===== src/rtl/core/pps_pkg.sv =====
// ============================================================================
// pps_pkg
// Shared types and codepoint range constants for the pretokenizer piece
// splitter.
// ============================================================================
package pps_pkg;

    localparam int unsigned CP_W = 21;

    // Character class carried on the result beat
    typedef enum logic [1:0] {
        KIND_WS  = 2'd0,
        KIND_LET = 2'd1,
        KIND_DIG = 2'd2,
        KIND_OTH = 2'd3
    } kind_t;

    // Classifier result handed to the split state machine
    typedef struct packed {
        kind_t kind;
        logic  is_nl;     // LF or CR
        logic  is_space;  // plain ASCII space
    } pps_class_t;

    // Single codepoints
    localparam logic [CP_W-1:0] CP_TAB     = 21'h00009;
    localparam logic [CP_W-1:0] CP_LF      = 21'h0000A;
    localparam logic [CP_W-1:0] CP_VT      = 21'h0000B;
    localparam logic [CP_W-1:0] CP_FF      = 21'h0000C;
    localparam logic [CP_W-1:0] CP_CR      = 21'h0000D;
    localparam logic [CP_W-1:0] CP_SPACE   = 21'h00020;
    localparam logic [CP_W-1:0] CP_IDSP    = 21'h03000;

    // Digit ranges
    localparam logic [CP_W-1:0] CP_DIG_LO  = 21'h00030;
    localparam logic [CP_W-1:0] CP_DIG_HI  = 21'h00039;
    localparam logic [CP_W-1:0] CP_FWD_LO  = 21'h0FF10;
    localparam logic [CP_W-1:0] CP_FWD_HI  = 21'h0FF19;

    // Letter ranges
    localparam logic [CP_W-1:0] CP_LC_LO   = 21'h00061;
    localparam logic [CP_W-1:0] CP_LC_HI   = 21'h0007A;
    localparam logic [CP_W-1:0] CP_UC_LO   = 21'h00041;
    localparam logic [CP_W-1:0] CP_UC_HI   = 21'h0005A;
    localparam logic [CP_W-1:0] CP_FWU_LO  = 21'h0FF21;
    localparam logic [CP_W-1:0] CP_FWU_HI  = 21'h0FF3A;
    localparam logic [CP_W-1:0] CP_FWL_LO  = 21'h0FF41;
    localparam logic [CP_W-1:0] CP_FWL_HI  = 21'h0FF5A;
    localparam logic [CP_W-1:0] CP_NONASC  = 21'h00080;

    // Punctuation table ranges
    localparam logic [CP_W-1:0] CP_CJKP_LO = 21'h03001;
    localparam logic [CP_W-1:0] CP_CJKP_HI = 21'h0303F;
    localparam logic [CP_W-1:0] CP_FP0_LO  = 21'h0FF00;
    localparam logic [CP_W-1:0] CP_FP0_HI  = 21'h0FF0F;
    localparam logic [CP_W-1:0] CP_FP1_LO  = 21'h0FF1A;
    localparam logic [CP_W-1:0] CP_FP1_HI  = 21'h0FF20;
    localparam logic [CP_W-1:0] CP_FP2_LO  = 21'h0FF3B;
    localparam logic [CP_W-1:0] CP_FP2_HI  = 21'h0FF40;
    localparam logic [CP_W-1:0] CP_FP3_LO  = 21'h0FF5B;
    localparam logic [CP_W-1:0] CP_FP3_HI  = 21'h0FF65;
    localparam logic [CP_W-1:0] CP_SYM_LO  = 21'h1F000;

endpackage


===== src/rtl/core/pps_classify.sv =====
// ============================================================================
// pps_classify
// Combinational codepoint classifier: whitespace, letter, digit or other,
// plus the newline and plain-space flags the split rules need.
// ============================================================================
module pps_classify
    import pps_pkg::*;
(
    input  logic [CP_W-1:0] code_point,
    output pps_class_t      cls
);

    logic is_ws;
    logic is_nl;
    logic is_dig;
    logic is_punct;
    logic is_let;

    // Range compares
    always_comb begin
        is_nl  = (code_point == CP_LF) || (code_point == CP_CR);
        is_ws  = (code_point == CP_SPACE) || (code_point == CP_TAB) ||
                 (code_point == CP_VT) || (code_point == CP_FF) ||
                 is_nl || (code_point == CP_IDSP);
        is_dig = ((code_point >= CP_DIG_LO) && (code_point <= CP_DIG_HI)) ||
                 ((code_point >= CP_FWD_LO) && (code_point <= CP_FWD_HI));
        is_punct = ((code_point >= CP_CJKP_LO) && (code_point <= CP_CJKP_HI)) ||
                   ((code_point >= CP_FP0_LO) && (code_point <= CP_FP0_HI)) ||
                   ((code_point >= CP_FP1_LO) && (code_point <= CP_FP1_HI)) ||
                   ((code_point >= CP_FP2_LO) && (code_point <= CP_FP2_HI)) ||
                   ((code_point >= CP_FP3_LO) && (code_point <= CP_FP3_HI)) ||
                   (code_point >= CP_SYM_LO);
        // Non-ASCII falls to letter unless claimed by another class
        is_let = ((code_point >= CP_LC_LO) && (code_point <= CP_LC_HI)) ||
                 ((code_point >= CP_UC_LO) && (code_point <= CP_UC_HI)) ||
                 ((code_point >= CP_FWU_LO) && (code_point <= CP_FWU_HI)) ||
                 ((code_point >= CP_FWL_LO) && (code_point <= CP_FWL_HI)) ||
                 ((code_point >= CP_NONASC) && !is_ws && !is_dig && !is_punct);
    end

    // Priority: whitespace, letter, digit, other
    always_comb begin
        if (is_ws) begin
            cls.kind = KIND_WS;
        end else if (is_let) begin
            cls.kind = KIND_LET;
        end else if (is_dig) begin
            cls.kind = KIND_DIG;
        end else begin
            cls.kind = KIND_OTH;
        end
        cls.is_nl    = is_nl;
        cls.is_space = (code_point == CP_SPACE);
    end

endmodule


===== src/rtl/core/pps_split_fsm.sv =====
// ============================================================================
// pps_split_fsm
// Split mode register and piece-start decision. The mode advances once per
// codepoint moved to the result register and drops to idle after a last beat.
// ============================================================================
module pps_split_fsm
    import pps_pkg::*;
(
    input  logic       aclk,
    input  logic       aresetn,
    input  logic       advance,
    input  pps_class_t cls,
    input  logic       text_last,
    output logic       piece_start
);

    typedef enum logic [2:0] {
        MODE_IDLE   = 3'd0,
        MODE_SPACE  = 3'd1,
        MODE_WS     = 3'd2,
        MODE_LET    = 3'd3,
        MODE_PUNCT  = 3'd4,
        MODE_NLTAIL = 3'd5,
        MODE_SPUNCT = 3'd6
    } mode_t;

    mode_t mode_reg;
    mode_t mode_next;
    mode_t cont_mode;
    mode_t open_mode;
    logic  start;

    // Continue the current piece, or flag a new one
    always_comb begin
        start     = 1'b0;
        cont_mode = MODE_IDLE;
        case (mode_reg)
            MODE_SPACE: begin
                if (cls.kind == KIND_WS) begin
                    cont_mode = MODE_WS;
                end else if (cls.kind == KIND_LET) begin
                    cont_mode = MODE_LET;
                end else if (cls.kind == KIND_OTH) begin
                    cont_mode = MODE_SPUNCT;
                end else begin
                    start = 1'b1;
                end
            end
            MODE_WS: begin
                if (cls.kind == KIND_WS) cont_mode = MODE_WS; else start = 1'b1;
            end
            MODE_LET: begin
                if (cls.kind == KIND_LET) cont_mode = MODE_LET; else start = 1'b1;
            end
            MODE_PUNCT: begin
                if (cls.kind == KIND_OTH) begin
                    cont_mode = MODE_PUNCT;
                end else if (cls.is_nl) begin
                    cont_mode = MODE_NLTAIL;
                end else begin
                    start = 1'b1;
                end
            end
            MODE_NLTAIL: begin
                if (cls.is_nl) cont_mode = MODE_NLTAIL; else start = 1'b1;
            end
            MODE_SPUNCT: begin
                if (cls.kind == KIND_OTH) cont_mode = MODE_SPUNCT; else start = 1'b1;
            end
            default: begin
                start = 1'b1;
            end
        endcase
    end

    // Mode taken on when this codepoint opens a piece
    always_comb begin
        case (cls.kind)
            KIND_WS:  open_mode = cls.is_space ? MODE_SPACE : MODE_WS;
            KIND_LET: open_mode = MODE_LET;
            KIND_DIG: open_mode = MODE_IDLE;
            default:  open_mode = MODE_PUNCT;
        endcase
    end

    always_comb begin
        if (text_last) begin
            mode_next = MODE_IDLE;
        end else if (start) begin
            mode_next = open_mode;
        end else begin
            mode_next = cont_mode;
        end
    end

    assign piece_start = start;

    // Mode register
    always_ff @(posedge aclk) begin
        if (!aresetn) begin
            mode_reg <= MODE_IDLE;
        end else if (advance) begin
            mode_reg <= mode_next;
        end
    end

endmodule


===== src/rtl/core/pretokenizer_piece_splitter.sv =====
// Path: an accepted input beat is held in the input register, then in the result register, on its way to m_.
// Throughput: one codepoint per cycle while m_tready stays high, with the mode
// register updated on each move from the input register to the result register.
// Reset: aresetn low for one clock empties both registers and returns the
// split mode to idle; the next codepoint then opens a piece.
// ============================================================================
// pretokenizer_piece_splitter
// Streaming pretokenizer: classifies each codepoint and marks piece starts.
// ============================================================================
module pretokenizer_piece_splitter
    import pps_pkg::*;
(
    input  logic        aclk,
    input  logic        aresetn,
    // Input stream
    input  logic        s_tvalid,
    output logic        s_tready,
    input  logic [23:0] s_tdata,   // [20:0] code_point, [23:21] zero
    input  logic        s_tlast,   // text_last
    // Result stream
    output logic        m_tvalid,
    input  logic        m_tready,
    output logic [7:0]  m_tdata,   // [0] piece_start, [7:1] zero
    output logic [1:0]  m_tuser,   // [1:0] char_kind
    output logic        m_tlast    // segment_end
);

    logic            in_valid_reg;
    logic [CP_W-1:0] in_cp_reg;
    logic            in_last_reg;

    logic            out_valid_reg;
    logic            out_start_reg;
    kind_t           out_kind_reg;
    logic            out_last_reg;

    logic            s_fire;
    logic            advance;
    pps_class_t      cls;
    logic            piece_start;

    // Handshake: input stage drains when the result register is free
    assign advance  = in_valid_reg && (!out_valid_reg || m_tready);
    assign s_tready = !in_valid_reg || advance;
    assign s_fire   = s_tvalid && s_tready;

    // Input register
    always_ff @(posedge aclk) begin
        if (!aresetn) begin
            in_valid_reg <= 1'b0;
        end else if (s_fire) begin
            in_valid_reg <= 1'b1;
        end else if (advance) begin
            in_valid_reg <= 1'b0;
        end
    end

    always_ff @(posedge aclk) begin
        if (s_fire) begin
            in_cp_reg   <= s_tdata[CP_W-1:0];
            in_last_reg <= s_tlast;
        end
    end

    pps_classify u_classify (
        .code_point (in_cp_reg),
        .cls        (cls)
    );

    pps_split_fsm u_split_fsm (
        .aclk        (aclk),
        .aresetn     (aresetn),
        .advance     (advance),
        .cls         (cls),
        .text_last   (in_last_reg),
        .piece_start (piece_start)
    );

    // Result register
    always_ff @(posedge aclk) begin
        if (!aresetn) begin
            out_valid_reg <= 1'b0;
        end else if (advance) begin
            out_valid_reg <= 1'b1;
        end else if (m_tready) begin
            out_valid_reg <= 1'b0;
        end
    end

    always_ff @(posedge aclk) begin
        if (advance) begin
            out_start_reg <= piece_start;
            out_kind_reg  <= cls.kind;
            out_last_reg  <= in_last_reg;
        end
    end

    assign m_tvalid = out_valid_reg;
    assign m_tdata  = {7'd0, out_start_reg};
    assign m_tuser  = out_kind_reg;
    assign m_tlast  = out_last_reg;

endmodule


===== config.mk =====
export PLATFORM = sky130hd
export DESIGN_NAME = pretokenizer_piece_splitter
export DESIGN_NICKNAME = d
export VERILOG_FILES = /design/src/rtl/core/pps_pkg.sv /design/src/rtl/core/pps_classify.sv /design/src/rtl/core/pps_split_fsm.sv /design/src/rtl/core/pretokenizer_piece_splitter.sv
export SDC_FILE = /design/constraint.sdc
export NUM_CORES = 1
export LEC_CHECK = 0
export ABC_AREA = 1
export BUFFER_PORTS_ARGS = -buffer_cell sky130_fd_sc_hd__buf_2
export CAP_MARGIN = 20
export CORE_MARGIN = 2
export CORE_UTILIZATION = 40
export CTS_BUF_LIST = sky130_fd_sc_hd__clkbuf_2 sky130_fd_sc_hd__clkbuf_4 sky130_fd_sc_hd__clkbuf_8
export DETAILED_ROUTE_END_ITERATION = 10
export MAX_ROUTING_LAYER = met4
export SKIP_LAST_GASP = 1
export SYNTH_ARGS = -nofsm -noshare
export SYNTH_HDL_FRONTEND = slang
export SYNTH_SLANG_ARGS = --single-unit

===== constraint.sdc =====
create_clock -name aclk -period 2.1 [get_ports aclk]
set_clock_uncertainty 0.1 [all_clocks]
set_input_delay 0.105 -clock aclk [delete_from_list [all_inputs] [get_ports aclk]]
set_output_delay 0.105 -clock aclk [all_outputs]
set_load 0.01 [all_outputs]

==> key figures <==
Status
  • Status: complete, but fails checks
  • Failing checks: negative setup slack

Power and ir drop
  • Power Density: 434 mW/mm²
  • Leak: 1.47 nW
  • Maximum vdd drop: 0.304 mV

CTS
  • Clk_lat worst skew: 0.29 ns
  • Clk slew on worst S/H paths: 0.07 ns
  • CTS tree: done
  • H-tree depth: 2
  • Clk buf depth: 2
  • Number of clock sinks: 31
  • Num CTS Buffers: 5
  • Root Buffer: clkbuf_8

Detailed routing
  • Via Count: 2424
  • Metal-1 WL: 2.73 mm
  • Routed vias/inst: 4.82
  • WL met3: 238 µm
  • Top Metal Used: met4
  • DRT iter0 DRCs: 159
  • Routed WL: 5.86 mm
  • Remaining antenna violation count after routing: 0
  • Detail Route met2 WL: 2.79 mm
  • WL per Instance: 11.7 µm
  • Residual DRC: 0
  • DR pass1 iterations: 5

Critical path
  • Cell Chain, Critical Path: nor2_4 -> nand2_8 -> nor2_8 -> nand3_4 -> nor2_4 -> nor2_1 -> nand3_1 -> nor2_2 -> nand3_4 -> nand4_4 -> a21oi_4 -> nand3_2 -> nand2_1 -> nand3_1 -> a21oi_2
  • Crit-path max cell delay: 0.41 ns
  • Slowest-stage cell, CP: edfxtp_1
  • CP Data Required Time: 2.23 ns
  • Startpoint type of the worst setup path: flip-flop
  • Worst Path Arrival: 2.55 ns
  • CP Max Fanout: 8
  • Worst setup EP type: flip-flop
  • CP Class: flip-flop to flip-flop

STA
  • Setup violators final: 4
  • Highest Clock Rate: 0.413 GHz
  • Final Hold Vio Count: 0
  • Fin crit share: 1.15
  • Final setup margin: -0.319 ns
  • Minimum clock period: 2.42 ns
  • Setup repair after global routing missed its margin: yes
  • Final Slew Violations: 0

Logic synthesis
  • Cells after Synth: 312
  • Syn avg cell area: 7.40 µm²
  • Synth top area share: 0.338
  • Synth warnings: 0
  • Leading area contributor after synthesis: edfxtp_1
  • Post-synthesis cell area: 0.00231 mm²
  • Flops & latches, synth: 31
  • Unique masters post-synth: 35
  • Post-synthesis sequential area ratio: 0.381
  • Largest cells by area after synthesis: edfxtp_1 (34%), nand2_1 (10%), nor2_1 (8.8%)

Final layout
  • Number of diodes: 0
  • Final net count: 459
  • Area Overhead vs Synth: 47.4%
  • Layout cells sized above 1: 0.364
  • # fillers: 514
  • Largest register FFs: 21
  • Final cell count without fillers: 503

Die
  • Die Wd: 80.0 µm
  • # rows: 27
  • Chip height: 80.0 µm
  • CORE AREA: 0.00554 mm²
  • Initial core utilization: 0.417
  • # IOs: 42
  • Full die area: 0.00640 mm²

GRT
  • Total track usage: 0.203
  • Overflow after GRT: 0
  • First-pass GRT wire length: 9.89 mm
  • Vias in the first global route: 2313
  • Largest net degree at the start of global routing: 23
  • Antenna violations before repair: 0

Place
  • Routability cong.: 0.924
  • Placed cells: 458
  • IO buf count: 31
  • Placement Setup Slack: -0.293 ns
  • Dpl hpwl: 4.37 mm

Hold path
  • HP Class: input pin to flip-flop

Run
  • MaxCap Viol Count: 0
==> per-stage QoR <==
| step | TNS (ns) | cell area [µm²] | hold slack [ns] | utilization | power (mW) |
|---|---|---|---|---|---|
| 6_report | -1.19 | 3400 | 0.0202 | 0.614 | 1.48 |
| 3_5_place_dp | -1.09 | 2870 | 0.183 | 0.518 | 0.962 |
| 3_3_place_gp | -0.891 | 2870 | 0.181 | 0.518 | 0.958 |
| 4_1_cts | -0.888 | 3290 | 0.0150 | 0.594 | 1.47 |
| 2_1_floorplan | -0.114 | 2350 | 0.104 | - | 0.867 |
| 5_1_grt | -1.98 | 3400 | 0.0423 | 0.614 | 1.55 |
==> kinds of logic (layout without fill, tap and decap cells) <==
logic type	after synthesis	in the layout	share of synthesized area
other	1	7	0.00162
buffers and inverters	52	165	0.0980
DFF	31	31	0.381
AOI/OAI and AO/OA	22	22	0.0650
and+or+nand+nor	206	206	0.454
==> power breakdown <==
part           switching (mW)  internal (mW)
clock network           0.222          0.239
registers              0.0310          0.703
logic                   0.143          0.141
==> per-layer routing <==
layer / GRT usage / up-vias
met5: - / -
li1: - / 1247
met2: 0.323 / 56
met3: 0.0339 / 10
met4: 0.0695 / 0
met1: 0.263 / 1111
==> critical path, delay by kind of cell, from the launching register on <==
family / cells / cell delay [ns]
compound gates: 2 / 0.34
flops: 1 / 0.41
simple gates: 13 / 1.50
==> worst paths after layout <==
check / from / endpoint / slack [ns] / cells after the start
worst max-delay path: in_cp_reg[17]$_DFFE_PP_ / u_split_fsm.mode_reg[0]$_SDFFE_PN0P_ / -0.32 / 15
worst max register to register: in_cp_reg[17]$_DFFE_PP_ / u_split_fsm.mode_reg[0]$_SDFFE_PN0P_ / -0.32 / 15
worst min register to register: in_last_reg$_DFFE_PP_ / m_tlast$_DFFE_PP_ / 0.38 / 0
worst min-delay path: aresetn / u_split_fsm.mode_reg[0]$_SDFFE_PN0P_ / 0.02 / 3
==> layout by cell type (no fill, tap or decap) <==
| master | netlist | routed |
|---|---|---|
| nand2_1 | 64 | 62 |
| buf_4 | 8 | 56 |
| nor2_1 | 54 | 44 |
| nand3_1 | 36 | 36 |
| inv_1 | 37 | 33 |
| buf_2 | 1 | 31 |
| edfxtp_1 | 26 | 26 |
| dlygate4sd3_1 | 0 | 24 |
| nor2_2 | 13 | 14 |
| nor2_4 | 5 | 14 |
| inv_2 | 5 | 9 |
| nor3_1 | 7 | 7 |
| a21oi_1 | 8 | 7 |
| nand4_1 | 7 | 7 |
| conb_1 | 1 | 7 |
| nand3_2 | 6 | 5 |
| nand2_2 | 5 | 5 |
| clkbuf_8 | 0 | 5 |
| dfxtp_1 | 5 | 5 |
| o21ai_0 | 4 | 4 |
| nand2_4 | 2 | 3 |
| clkinv_1 | 1 | 3 |
| buf_6 | 0 | 3 |
| nand4_4 | 1 | 2 |
| nand3b_1 | 2 | 2 |
| o211ai_1 | 2 | 2 |
| nand3_4 | 1 | 2 |
| nand2_8 | 0 | 1 |
| nor2_8 | 1 | 1 |
| o21ai_4 | 1 | 1 |
| a211oi_1 | 1 | 1 |
| and2_4 | 1 | 1 |
| o21ai_2 | 1 | 1 |
| o21ai_1 | 1 | 1 |
| a22oi_1 | 1 | 1 |
| o21bai_1 | 1 | 1 |
| a21oi_4 | 1 | 1 |
| a31oi_1 | 1 | 1 |
| a21oi_2 | 0 | 1 |
| clkbuf_4 | 0 | 1 |
==> synth_stat cells, drive strengths merged <==
cell    instances
nor2           73
nand2          71
nand3          43
inv            42
edfxtp         26
a21oi           9
buf             9
nand4           9
nor3            7
o21ai           7
dfxtp           5
nand3b          2
o211ai          2
a211oi          1
a22oi           1
a31oi           1
and2            1
clkinv          1
conb            1
o21bai          1
==> final cells by class <==
type	count	area (µm²)	area share
clock inverter	2	7.51	0.00221
inverter	43	161	0.0474
clock buffer	6	76.3	0.0224
multi-input combinational	235	1340	0.393
tap	72	90.1	0.0265
timing repair buffer	114	850	0.250
sequential	31	881	0.259
==> timing repair <==
item                       CTS  global route
pin swaps                    7            14
hold buffers                24             0
setup endpoints to repair    4             6
buffers inserted             6             7
gates resized for setup     16            16
hold endpoints to repair    24             0
(Power assumes the default switching activity.)
